==> config.mk <==
export PLATFORM = sky130hd
export DESIGN_NAME = battery_led_pattern_sequencer_unit
export DESIGN_NICKNAME = d
export VERILOG_FILES = /design/src/rtl/core/blps_pkg.sv /design/src/rtl/core/blps_ctrl.sv /design/src/rtl/core/blps_datapath.sv /design/src/rtl/core/battery_led_pattern_sequencer_unit.sv
export SDC_FILE = /design/constraint.sdc
export NUM_CORES = 1
export LEC_CHECK = 0
export ABC_CLOCK_PERIOD_IN_PS = 15990
export BUFFER_PORTS_ARGS = -buffer_cell sky130_fd_sc_hd__buf_4
export CAP_MARGIN = 20
export CORE_AREA = 3 3 183 185
export DETAILED_ROUTE_END_ITERATION = 10
export DIE_AREA = 0 0 186 188
export GPL_ROUTABILITY_DRIVEN = 1
export GPL_TIMING_DRIVEN = 0
export PLACE_DENSITY_LB_ADDON = 0.12
export SYNTH_ARGS = -nofsm -noshare
export SYNTH_HDL_FRONTEND = slang
export SYNTH_HIERARCHICAL = 1
export SYNTH_SLANG_ARGS = --single-unit
==> constraint.sdc <==
create_clock -name clk -period 15.99 [get_ports clk]
set_clock_uncertainty 0.05 [all_clocks]
set_input_delay 2.3985 -clock clk [delete_from_list [all_inputs] [get_ports clk]]
set_output_delay 2.3985 -clock clk [all_outputs]
set_load 0.01 [all_outputs]
==> src/rtl/core/blps_pkg.sv <==
// Package for the battery LED pattern sequencer: types, codes, tables.
// No dependencies; used by every module in rtl/core.
package blps_pkg;

    localparam int unsigned TICKS_PER_BEAT_DEF = 2;
    localparam int unsigned PORT_COUNT_DEF     = 2;
    localparam int unsigned FRAC_BITS_DEF      = 4;

    localparam logic [1:0] SIDE_LEFT  = 2'd0;
    localparam logic [1:0] SIDE_BOTH  = 2'd2;
    localparam logic [2:0] COL_OFF    = 3'd0;
    localparam logic [2:0] COL_GREEN  = 3'd2;
    localparam logic [2:0] COL_WHITE  = 3'd4;
    localparam logic [3:0] PAT_GREEN  = 4'd0;
    localparam logic [3:0] PAT_WHITE  = 4'd2;
    localparam logic [3:0] PAT_WHITE_RED = 4'd3;
    localparam logic [3:0] PAT_BLINK  = 4'd7;
    localparam logic [3:0] PAT_OFF    = 4'd8;
    localparam logic [1:0] CS_CHARGING  = 2'd0;
    localparam logic [1:0] CS_NEAR_FULL = 2'd1;
    localparam logic [1:0] CS_DIS_FULL  = 2'd2;
    localparam logic [1:0] CS_OTHER     = 2'd3;
    localparam logic       REG_MANUAL_HOLD = 1'b0;
    localparam logic       REG_MIN_SOC     = 1'b1;

    typedef enum logic [2:0] {
        ST_IDLE,
        ST_DECIDE,
        ST_OFF_SIDE,
        ST_FADE_SETUP,
        ST_FADE,
        ST_FINAL
    } state_t;

    typedef struct packed {
        logic load_item;
        logic decide;
        logic emit_off;
        logic fade_setup;
        logic fade_step;
        logic emit_final;
    } cmd_t;

    typedef struct packed {
        logic run;       // tick that produces output
        logic one_side;
        logic recolour;
        logic fade_done;
    } status_t;

    typedef struct packed {
        logic [1:0] led_select;
        logic [6:0] red_level;
        logic [6:0] green_level;
        logic [6:0] blue_level;
        logic       fade_step;
        logic       last;
    } result_t;

    function automatic logic [6:0] hsi_ramp(input logic [3:0] i);
        logic [6:0] r;
        begin
            case (i)
                4'd0: r = 7'd0;
                4'd1: r = 7'd5;
                4'd2: r = 7'd13;
                4'd3: r = 7'd22;
                4'd4: r = 7'd33;
                4'd5: r = 7'd47;
                4'd6: r = 7'd63;
                4'd7: r = 7'd80;
                default: r = 7'd100;
            endcase
            return r;
        end
    endfunction

    function automatic logic [20:0] rgb_of(input logic [2:0] c);
        logic [20:0] r;
        begin
            case (c)
                3'd1: r = {7'd0, 7'd0, 7'd80};
                3'd2: r = {7'd0, 7'd80, 7'd0};
                3'd3: r = {7'd80, 7'd0, 7'd0};
                3'd4: r = {7'd100, 7'd100, 7'd100};
                3'd5: r = {7'd0, 7'd0, 7'd40};
                3'd6: r = {7'd0, 7'd0, 7'd20};
                default: r = '0;
            endcase
            return r; // {blue, green, red}
        end
    endfunction

    function automatic logic [5:0] pat_color(input logic [3:0] p);
        logic [5:0] r;
        begin
            case (p)
                4'd0: r = {3'd2, 3'd2};
                4'd1: r = {3'd4, 3'd2};
                4'd2: r = {3'd4, 3'd4};
                4'd3: r = {3'd4, 3'd1};
                4'd4: r = {3'd1, 3'd1};
                4'd5: r = {3'd1, 3'd5};
                4'd6: r = {3'd1, 3'd6};
                4'd7: r = {3'd1, 3'd0};
                default: r = '0;
            endcase
            return r; // {phase0, phase1}
        end
    endfunction

    function automatic logic [5:0] pat_len(input logic [3:0] p);
        logic [5:0] r;
        begin
            case (p)
                4'd1, 4'd3, 4'd6: r = {3'd2, 3'd4};
                4'd5: r = {3'd4, 3'd4};
                4'd7: r = {3'd1, 3'd6};
                default: r = '0;
            endcase
            return r; // {len0, len1}
        end
    endfunction

endpackage

==> src/rtl/core/blps_ctrl.sv <==
// Controller state machine of the battery LED pattern sequencer.
// Depends on blps_pkg.
module blps_ctrl (
    input  logic              clk,
    input  logic              rst_n,
    input  logic              in_fire,
    input  logic              out_busy,
    input  blps_pkg::status_t status,
    output blps_pkg::cmd_t    cmd,
    output logic              idle
);

    blps_pkg::state_t state_reg;
    blps_pkg::state_t state_next;

    always_ff @(posedge clk or negedge rst_n)
    begin
        if (!rst_n)
            state_reg <= blps_pkg::ST_IDLE;
        else
            state_reg <= state_next;
    end

    always_comb
    begin
        state_next = state_reg;
        unique case (state_reg)
            blps_pkg::ST_IDLE:
                if (in_fire)
                    state_next = blps_pkg::ST_DECIDE;
            blps_pkg::ST_DECIDE:
                if (!status.run)
                    state_next = blps_pkg::ST_IDLE;
                else if (status.one_side)
                    state_next = blps_pkg::ST_OFF_SIDE;
                else if (status.recolour)
                    state_next = blps_pkg::ST_FADE_SETUP;
                else
                    state_next = blps_pkg::ST_FINAL;
            blps_pkg::ST_OFF_SIDE:
                if (!out_busy)
                    state_next = status.recolour ? blps_pkg::ST_FADE_SETUP
                                                 : blps_pkg::ST_FINAL;
            blps_pkg::ST_FADE_SETUP:
                state_next = blps_pkg::ST_FADE;
            blps_pkg::ST_FADE:
                if (!out_busy && status.fade_done)
                    state_next = blps_pkg::ST_FINAL;
            blps_pkg::ST_FINAL:
                if (!out_busy)
                    state_next = blps_pkg::ST_IDLE;
            default:
                state_next = blps_pkg::ST_IDLE;
        endcase
    end

    always_comb
    begin
        cmd  = '0;
        idle = 1'b0;
        unique case (state_reg)
            blps_pkg::ST_IDLE:
            begin
                idle          = 1'b1;
                cmd.load_item = in_fire;
            end
            blps_pkg::ST_DECIDE:     cmd.decide     = 1'b1;
            blps_pkg::ST_OFF_SIDE:   cmd.emit_off   = !out_busy;
            blps_pkg::ST_FADE_SETUP: cmd.fade_setup = 1'b1;
            blps_pkg::ST_FADE:       cmd.fade_step  = !out_busy;
            blps_pkg::ST_FINAL:      cmd.emit_final = !out_busy;
            default:                 cmd            = '0;
        endcase
    end

endmodule

==> src/rtl/core/blps_datapath.sv <==
// Datapath of the battery LED pattern sequencer: state, pattern choice, fade.
// Depends on blps_pkg.
module blps_datapath #(
    parameter int unsigned TICKS_PER_BEAT = blps_pkg::TICKS_PER_BEAT_DEF,
    parameter int unsigned PORT_COUNT     = blps_pkg::PORT_COUNT_DEF,
    parameter int unsigned FRAC_BITS      = blps_pkg::FRAC_BITS_DEF
) (
    input  logic               clk,
    input  logic               rst_n,
    input  blps_pkg::cmd_t     cmd,
    input  logic [16:0]        item,
    input  logic               manual_hold,
    input  logic [1:0]         min_soc,
    output blps_pkg::status_t  status,
    output blps_pkg::result_t  result
);

    localparam int unsigned TAP_LEN = TICKS_PER_BEAT * 8;
    localparam int unsigned PH_W    = $clog2(TICKS_PER_BEAT * 8);
    localparam int unsigned TAP_W   = $clog2(TAP_LEN + 1);
    localparam int unsigned ACC_W   = 7 + FRAC_BITS + 1;

    logic [16:0]       item_reg;
    logic [3:0]        pat_reg, pat_next;
    logic [PH_W-1:0]   phase_reg, phase_next;
    logic [2:0]        shown_reg;
    logic [TAP_W-1:0]  tap_cnt_reg, tap_cnt_next;
    logic              tap_pend_reg;
    logic [1:0]        side_reg;
    logic [2:0]        color_reg, from_reg;
    logic [6:0]        cur_reg [3];
    logic [6:0]        tgt_reg [3];
    logic              up_reg, hsi_reg;
    logic [3:0]        step_reg;
    logic [6:0]        lo_reg;
    logic [ACC_W-1:0]  delta_reg;

    logic        req, ext, chip, auto_en, tap, run;
    logic [1:0]  cs;
    logic [3:0]  port;
    logic [6:0]  pct_raw, pct;
    logic [1:0]  side;
    logic [3:0]  band_pat, pat_sel, pat_fix;
    logic [2:0]  len0, len1;
    logic [2:0]  color;
    logic [5:0]  colors;
    logic [PH_W:0] ph_lim0, ph_lim;

    assign {auto_en, pct_raw, port, chip, ext, cs, req} = item_reg;

    always_comb
    begin
        run  = !req && auto_en && !manual_hold;
        tap  = tap_pend_reg && !chip;
        side = (port[3] || ({28'd0, port} >= 32'(PORT_COUNT))) ? blps_pkg::SIDE_BOTH
                                                              : port[1:0];
        pct  = (pct_raw > 7'd100) ? 7'd100 : pct_raw;
        if (pct <= 7'd3)       band_pat = 4'd6;
        else if (pct <= 7'd9)  band_pat = 4'd5;
        else if (pct <= 7'd14) band_pat = 4'd4;
        else if (pct <= 7'd29) band_pat = 4'd3;
        else if (pct <= 7'd89) band_pat = 4'd2;
        else if (pct <= 7'd97) band_pat = 4'd1;
        else                   band_pat = 4'd0;
        pat_sel      = pat_reg;
        tap_cnt_next = tap_cnt_reg;
        if (cs == blps_pkg::CS_NEAR_FULL || (cs == blps_pkg::CS_DIS_FULL && ext))
        begin
            pat_sel      = blps_pkg::PAT_GREEN;
            tap_cnt_next = '0;
        end
        else if (cs == blps_pkg::CS_CHARGING)
        begin
            pat_sel      = blps_pkg::PAT_WHITE;
            tap_cnt_next = '0;
        end
        else if (tap_cnt_reg == '0)
        begin
            if (min_soc != 2'd0 && ({1'b0, pct} + 8'd1 <= {6'd0, min_soc}))
                pat_sel = blps_pkg::PAT_BLINK;
            else
                pat_sel = band_pat;
            if (!tap && pat_sel <= blps_pkg::PAT_WHITE_RED)
                pat_sel = blps_pkg::PAT_OFF;
            else
                tap_cnt_next = TAP_W'(TAP_LEN);
        end
        pat_fix    = (pat_sel > blps_pkg::PAT_OFF) ? blps_pkg::PAT_OFF : pat_sel;
        pat_next   = pat_fix;
        phase_next = (pat_sel != pat_reg) ? '0 : phase_reg;
        {len0, len1} = blps_pkg::pat_len(pat_fix);
        colors     = blps_pkg::pat_color(pat_fix);
        ph_lim0    = (PH_W+1)'(TICKS_PER_BEAT * len0);
        ph_lim     = (PH_W+1)'(TICKS_PER_BEAT * ({1'b0, len0} + {1'b0, len1}));
        color      = ({1'b0, phase_next} < ph_lim0) ? colors[5:3] : colors[2:0];
    end

    // fade ramp value at the current step
    logic [6:0]       ramp;
    logic [ACC_W-1:0] acc;
    logic [6:0]       nxt [3];
    logic             moved;
    logic [20:0]      rgb_from, rgb_to;
    logic [6:0]       fc, ft;
    logic             ci;

    always_comb
    begin
        acc  = ACC_W'(delta_reg * step_reg) + ACC_W'(1 << (FRAC_BITS - 1));
        ramp = hsi_reg ? blps_pkg::hsi_ramp(step_reg)
                       : 7'(lo_reg + 7'(acc >> FRAC_BITS));
        moved = 1'b0;
        for (int i = 0; i < 3; i++)
        begin
            nxt[i] = cur_reg[i];
            if (up_reg)
            begin
                if (cur_reg[i] < tgt_reg[i] && cur_reg[i] <= ramp)
                begin
                    nxt[i] = (ramp < tgt_reg[i]) ? ramp : tgt_reg[i];
                    moved  = 1'b1;
                end
            end
            else if (cur_reg[i] > tgt_reg[i] && cur_reg[i] >= ramp)
            begin
                nxt[i] = (ramp > tgt_reg[i]) ? ramp : tgt_reg[i];
                moved  = 1'b1;
            end
        end
        rgb_from = blps_pkg::rgb_of(from_reg);
        rgb_to   = blps_pkg::rgb_of(color_reg);
        ci = (from_reg == blps_pkg::COL_GREEN || color_reg == blps_pkg::COL_GREEN);
        fc = ci ? rgb_from[13:7] : rgb_from[6:0];
        ft = ci ? rgb_to[13:7] : rgb_to[6:0];
    end

    always_ff @(posedge clk or negedge rst_n)
    begin
        if (!rst_n)
        begin
            pat_reg      <= blps_pkg::PAT_OFF;
            phase_reg    <= '0;
            shown_reg    <= blps_pkg::COL_OFF;
            tap_cnt_reg  <= '0;
            tap_pend_reg <= 1'b0;
        end
        else
        begin
            if (cmd.load_item && item[0])
                tap_pend_reg <= 1'b1;
            if (cmd.decide && run)
            begin
                tap_pend_reg <= 1'b0;
                pat_reg      <= pat_next;
                color_reg    <= color;
                from_reg     <= shown_reg;
                shown_reg    <= color;
                side_reg     <= side;
                if (len0 != 3'd0)
                    phase_reg <= ({1'b0, phase_next} + 1'b1 >= ph_lim) ? '0
                                                                       : phase_next + 1'b1;
                else
                    phase_reg <= phase_next;
                tap_cnt_reg  <= (tap_cnt_next != '0) ? tap_cnt_next - 1'b1 : '0;
            end
        end
    end

    always_ff @(posedge clk)
    begin
        if (cmd.load_item)
            item_reg <= item;
        if (cmd.fade_setup)
        begin
            up_reg  <= (rgb_from[6:0] < rgb_to[6:0]) || (rgb_from[13:7] < rgb_to[13:7])
                    || (rgb_from[20:14] < rgb_to[20:14]);
            step_reg <= ((rgb_from[6:0] < rgb_to[6:0]) || (rgb_from[13:7] < rgb_to[13:7])
                    || (rgb_from[20:14] < rgb_to[20:14])) ? 4'd1 : 4'd7;
            hsi_reg  <= (from_reg == blps_pkg::COL_WHITE || color_reg == blps_pkg::COL_WHITE);
            lo_reg   <= (fc > ft) ? ft : fc;
            delta_reg <= (ACC_W'((fc > ft) ? fc - ft : ft - fc) << FRAC_BITS) >> 3;
            for (int i = 0; i < 3; i++)
            begin
                cur_reg[i] <= rgb_from[7*i +: 7];
                tgt_reg[i] <= rgb_to[7*i +: 7];
            end
        end
        if (cmd.fade_step)
        begin
            for (int i = 0; i < 3; i++)
                cur_reg[i] <= nxt[i];
            step_reg <= up_reg ? step_reg + 1'b1 : step_reg - 1'b1;
        end
    end

    logic [20:0] fin;
    always_comb
    begin
        fin = blps_pkg::rgb_of(color_reg);
        status.run       = run;
        // while deciding, route on the values about to be registered
        status.one_side  = cmd.decide ? (side != blps_pkg::SIDE_BOTH)
                                      : (side_reg != blps_pkg::SIDE_BOTH);
        status.recolour  = cmd.decide ? (shown_reg != color) : (from_reg != color_reg);
        status.fade_done = !moved || (up_reg ? (step_reg == 4'd8) : (step_reg == 4'd0));
        result = '0;
        if (cmd.emit_off)
            result.led_select = side_reg ^ 2'd1;
        else if (cmd.fade_step)
        begin
            result.led_select  = side_reg;
            result.red_level   = nxt[0];
            result.green_level = nxt[1];
            result.blue_level  = nxt[2];
            result.fade_step   = 1'b1;
        end
        else
        begin
            result.led_select  = side_reg;
            result.red_level   = fin[6:0];
            result.green_level = fin[13:7];
            result.blue_level  = fin[20:14];
            result.last        = 1'b1;
        end
    end

endmodule

==> src/rtl/core/battery_led_pattern_sequencer_unit.sv <==
// Top level of the battery LED pattern sequencer.
// Depends on blps_pkg, blps_ctrl and blps_datapath.
//
// One input transfer is taken at a time. A double tap or an ignored tick
// passes through the decide state and back to idle. A producing tick
// decides the pattern, then issues each result in turn (the opposite-LED off
// write, 1 to 8 fade writes and the final write), with a fade setup step
// when the colour changes. While the output register is free, the sequencer
// steps one fade write a cycle through the shared ramp unit. Results sit in
// an output register, so the next input is taken while the final one waits.
module battery_led_pattern_sequencer_unit #(
    parameter int unsigned TICKS_PER_BEAT = blps_pkg::TICKS_PER_BEAT_DEF,
    parameter int unsigned PORT_COUNT     = blps_pkg::PORT_COUNT_DEF,
    parameter int unsigned FRAC_BITS      = blps_pkg::FRAC_BITS_DEF
) (
    input  logic        clk,
    input  logic        rst_n,
    input  logic        s_axis_tvalid,
    output logic        s_axis_tready,
    // chg_state[1:0], ext_power[2], chipset_on[3], active_port[7:4],
    // battery_percent[14:8], auto_enabled[15]
    input  logic [15:0] s_axis_tdata,
    input  logic        s_axis_tuser,   // req_type
    output logic        m_axis_tvalid,
    input  logic        m_axis_tready,
    // led_select[1:0], red_level[8:2], green_level[15:9], blue_level[22:16]
    output logic [23:0] m_axis_tdata,
    output logic        m_axis_tuser,   // fade_step
    output logic        m_axis_tlast,
    input  logic        cfg_valid,
    output logic        cfg_ready,
    input  logic        cfg_index,
    input  logic [1:0]  cfg_data
);

    blps_pkg::cmd_t    cmd;
    blps_pkg::status_t status;
    blps_pkg::result_t result;
    logic              idle;
    logic              out_busy;
    logic              manual_hold_reg;
    logic [1:0]        min_soc_reg;
    logic              in_fire;

    // output register: a write to it is blocked only while a result is held
    assign out_busy      = m_axis_tvalid && !m_axis_tready;
    assign s_axis_tready = idle;
    assign in_fire       = s_axis_tvalid && idle;
    assign cfg_ready     = 1'b1;

    always_ff @(posedge clk or negedge rst_n)
    begin
        if (!rst_n)
        begin
            manual_hold_reg <= 1'b0;
            min_soc_reg     <= 2'd2;
        end
        else if (cfg_valid)
        begin
            unique case (cfg_index)
                blps_pkg::REG_MANUAL_HOLD: manual_hold_reg <= cfg_data[0];
                blps_pkg::REG_MIN_SOC:     min_soc_reg     <= cfg_data;
                default:                   manual_hold_reg <= manual_hold_reg;
            endcase
        end
    end

    blps_ctrl u_ctrl (
        .clk      (clk),
        .rst_n    (rst_n),
        .in_fire  (in_fire),
        .out_busy (out_busy),
        .status   (status),
        .cmd      (cmd),
        .idle     (idle)
    );

    blps_datapath #(
        .TICKS_PER_BEAT (TICKS_PER_BEAT),
        .PORT_COUNT     (PORT_COUNT),
        .FRAC_BITS      (FRAC_BITS)
    ) u_dp (
        .clk         (clk),
        .rst_n       (rst_n),
        .cmd         (cmd),
        .item        ({s_axis_tdata[15:0], s_axis_tuser}),
        .manual_hold (manual_hold_reg),
        .min_soc     (min_soc_reg),
        .status      (status),
        .result      (result)
    );

    logic load_out;
    assign load_out = cmd.emit_off || cmd.fade_step || cmd.emit_final;

    always_ff @(posedge clk or negedge rst_n)
    begin
        if (!rst_n)
            m_axis_tvalid <= 1'b0;
        else if (load_out)
            m_axis_tvalid <= 1'b1;
        else if (m_axis_tready)
            m_axis_tvalid <= 1'b0;
    end

    // hold the payload until taken
    always_ff @(posedge clk)
    begin
        if (load_out)
        begin
            m_axis_tdata <= {1'b0, result.blue_level, result.green_level,
                             result.red_level, result.led_select};
            m_axis_tuser <= result.fade_step;
            m_axis_tlast <= result.last;
        end
    end

endmodule

==> out/metrics.yaml <==
drv_cap: 0
cts_max_path_buffers: 2
synth_cells: 1081
slew_violations: 0
antenna_left: 0
finalNetCount: 1296
rsz0062_at_grt: "no"
crit_top_cell: "ha_1"
cts_post_setup_buffers_inserted: 0
drive_gt1_share_pct: 11.9
path_clk_slew_ns: 0.06
crit_path_cell_trace: "clkbuf_1 > nand2_1 > fa_1 > fa_1 > inv_1 > ha_1 > a21o_1 > a21oi_1 > xnor2_1 > xor2_1 > ha_1 > a21o_1 > a21oi_1 > xnor2_1 > xnor3_1 > o21a_1 > inv_1 > ha_1 > and3_1 > a221oi_1 > a41oi_1 > o32ai_1 > a221oi_1 > a211oi_1"
power_frac_comb_pct: 63.7
port_buffers: 51
crit_family: "compound AO/OA/AOI/OAI gates"
clock_latency_ns: 0.43
yosys-top-cells-area: "edfxtp_1 29%, ha_1 13%, dfrtp_1 5.4%"
cts_tree: "built"
wl_um: 27900
place_ws_ns: 7.91
grt_pass1_wl_um: 45200
sw_frac_of_total_pct: 47.3
clockRootBuffer: "clkbuf_16"
vdd_drop_max_mv: 0.0944
path_max_fanout: 10
final.setup.worst_slack_ns: 7.80
yosys.area.top_type: "edfxtp_1"
area_delta_synth_final_pct: 14.9
cts_max_level: 4
grt_max_degree: 29
power.density_nw_per_um2: 229
p_clk_share_pct: 15.0
largest_reg_flops: 23
dpl.hpwl_um: 21200
synth_cell_type_count: 97
fin_hold_ws_ns: 0.438
yosysSeqAreaShare_pct: 36.2
hold_path.class: "register to register"
vias_per_cell: 5.19
p_seq_share_pct: 21.3
drc: 0
ios: 54
slew-limit-headroom_pct: 26.1
ys_async_sr_fraction_pct: 18.6
intPower_mw: 1.41
fmax_mhz: 122
gp_congestion: 0.850
worstPathArrival_ns: 8.29
p_leak_nw: 5.03
nFillCells: 3303
first_global_vias: 8288
ys_ff_latch: 129
initial_core_util_pct: 31.6
final_cell_mix: "107 x ha_1, 106 x inv_1, 98 x edfxtp_1"
yosys_warnings: 6
outcome: "finished, final reports clean"
synth_nets: 1225
antenna_found_initial: 0
slowest_delay_ns: 0.77
start_kind: "register"
synth_edf_count: 98
cts_buffers: 17
p_switching_mw: 1.27
synth_top_area_share_pct: 28.9
cp_data_required_time_ns: 16.08
fin_crit_ns: 8.19
final_common_cell: "ha_1"
crit_type: "register to register"
cpMaxStageDelayCell: "a221oi_1"
core_um2: 32200
fin_setup_tns_ns: 0
setup.worst_path.end_class: "register"
syn_area_per_cell_um2: 9.41
num_vias: 8159
drt-initial-drc-count: 406
multi_input_area_um2: 5920
dieArea_um2: 35000
die_h_um: 188
grt.total_usage_pct: 16.5
wl_per_cell_um: 17.7
cts_resized: 0
dr.pass1.iters: 5
dpl-instance-area_um2: 11100
fin_area_um2: 11700
overflow: 0
hold_violations: 0
synthesis.area_um2: 10200
crit_buf_inv: 3
std_cell_rows: 66
ys_dominant_reg_cell: "edfxtp_1"
finalCritPeriodShare_pct: 51.2
ctsHoldBuffers: 0
clkSinkCount: 129
setup_viol: 0
seq_area_um2: 3690
die_x_um: 186
diodes: 0
worst_slew_pin_slew_ns: 1.09
==> Yosys cell counts (9+ instances only) <==
cell	n
a211oi_1	21
a21o_1	24
a21oi_1	60
and2_1	24
and3_1	15
clkbuf_1	29
dfrtp_1	22
edfxtp_1	98
fa_1	12
ha_1	107
inv_1	106
mux2_2	14
mux2i_1	13
nand2_1	95
nand2b_1	16
nand3_1	19
nor2_1	77
nor2b_1	23
nor3_1	17
nor4_1	9
o211ai_1	10
o21a_1	12
o21ai_0	55
xnor2_1	11
xor2_1	16
==> tightest hold or removal path, cell delays in order (launching register included) <==
cell and delay, ns:
dfrtp_1 0.34, a21oi_1 0.04, nor2_1 0.07
==> power by group through the flow <==
stage               Combinational [mW]  Clock (mW)  Sequential, mW
finish                            1.71       0.403           0.572
global route                      1.91       0.429           0.585
CTS                               1.70       0.413           0.573
detailed placement                1.68           0           0.578
global placement                  1.68           0           0.580
floorplan                         1.21           0           0.574
==> final timing paths <==
check,start,cells after the start,endpoint,slack [ns]
setup / recovery,u_dp/step_reg[3],24,m_axis_tdata[20],7.80
hold / removal,u_dp/tap_pend_reg,2,u_dp/tap_pend_reg,0.44
setup reg to reg,u_dp/step_reg[3],24,m_axis_tdata[20],7.80
hold reg to reg,u_dp/tap_pend_reg,2,u_dp/tap_pend_reg,0.44
max in group asynchronous,rst_n,1,min_soc_reg[1],13.73
min in group asynchronous,rst_n,1,u_dp/phase_reg[3],1.83
==> layout make-up <==
class	instances	area share (%)
Clock buffer	19	3.70
Inverter	107	3.43
Sequential cell	129	31.5
Clock inverter	13	1.39
Buffer	39	1.49
Multi-Input combinational cell	806	50.6
Timing Repair Buffer	52	3.51
Tap cell	408	4.37
==> cells by family after synthesis <==
logic type	synth area share, %
simple gates	17.7
compound gates	19.3
buf+inv	5.64
flops	36.2
fa+ha+maj	15.5
xor+xnor	2.54
mux	2.96
other cells	0.0738
==> stage by stage <==
step	utilization, %	std cells	power [mW]
after floorplan	-	1081	1.78
after global placement	34.4	1540	2.26
final	36.3	1573	2.68
after global routing	36.3	1573	2.93
after detailed placement	34.4	1540	2.26
after CTS	36.2	1572	2.68
==> routing by layer <==
metal	wire, µm	up-vias	part of all wire [%]	track usage, %
li1	-	4083	-	-
met2	13500	151	48	27.5
met5	0	-	0	0
met3	850	33	3.0	2.87
met1	12900	3892	46	21.9
met4	596	0	2.1	4.90
(Power assumes the default switching activity.)
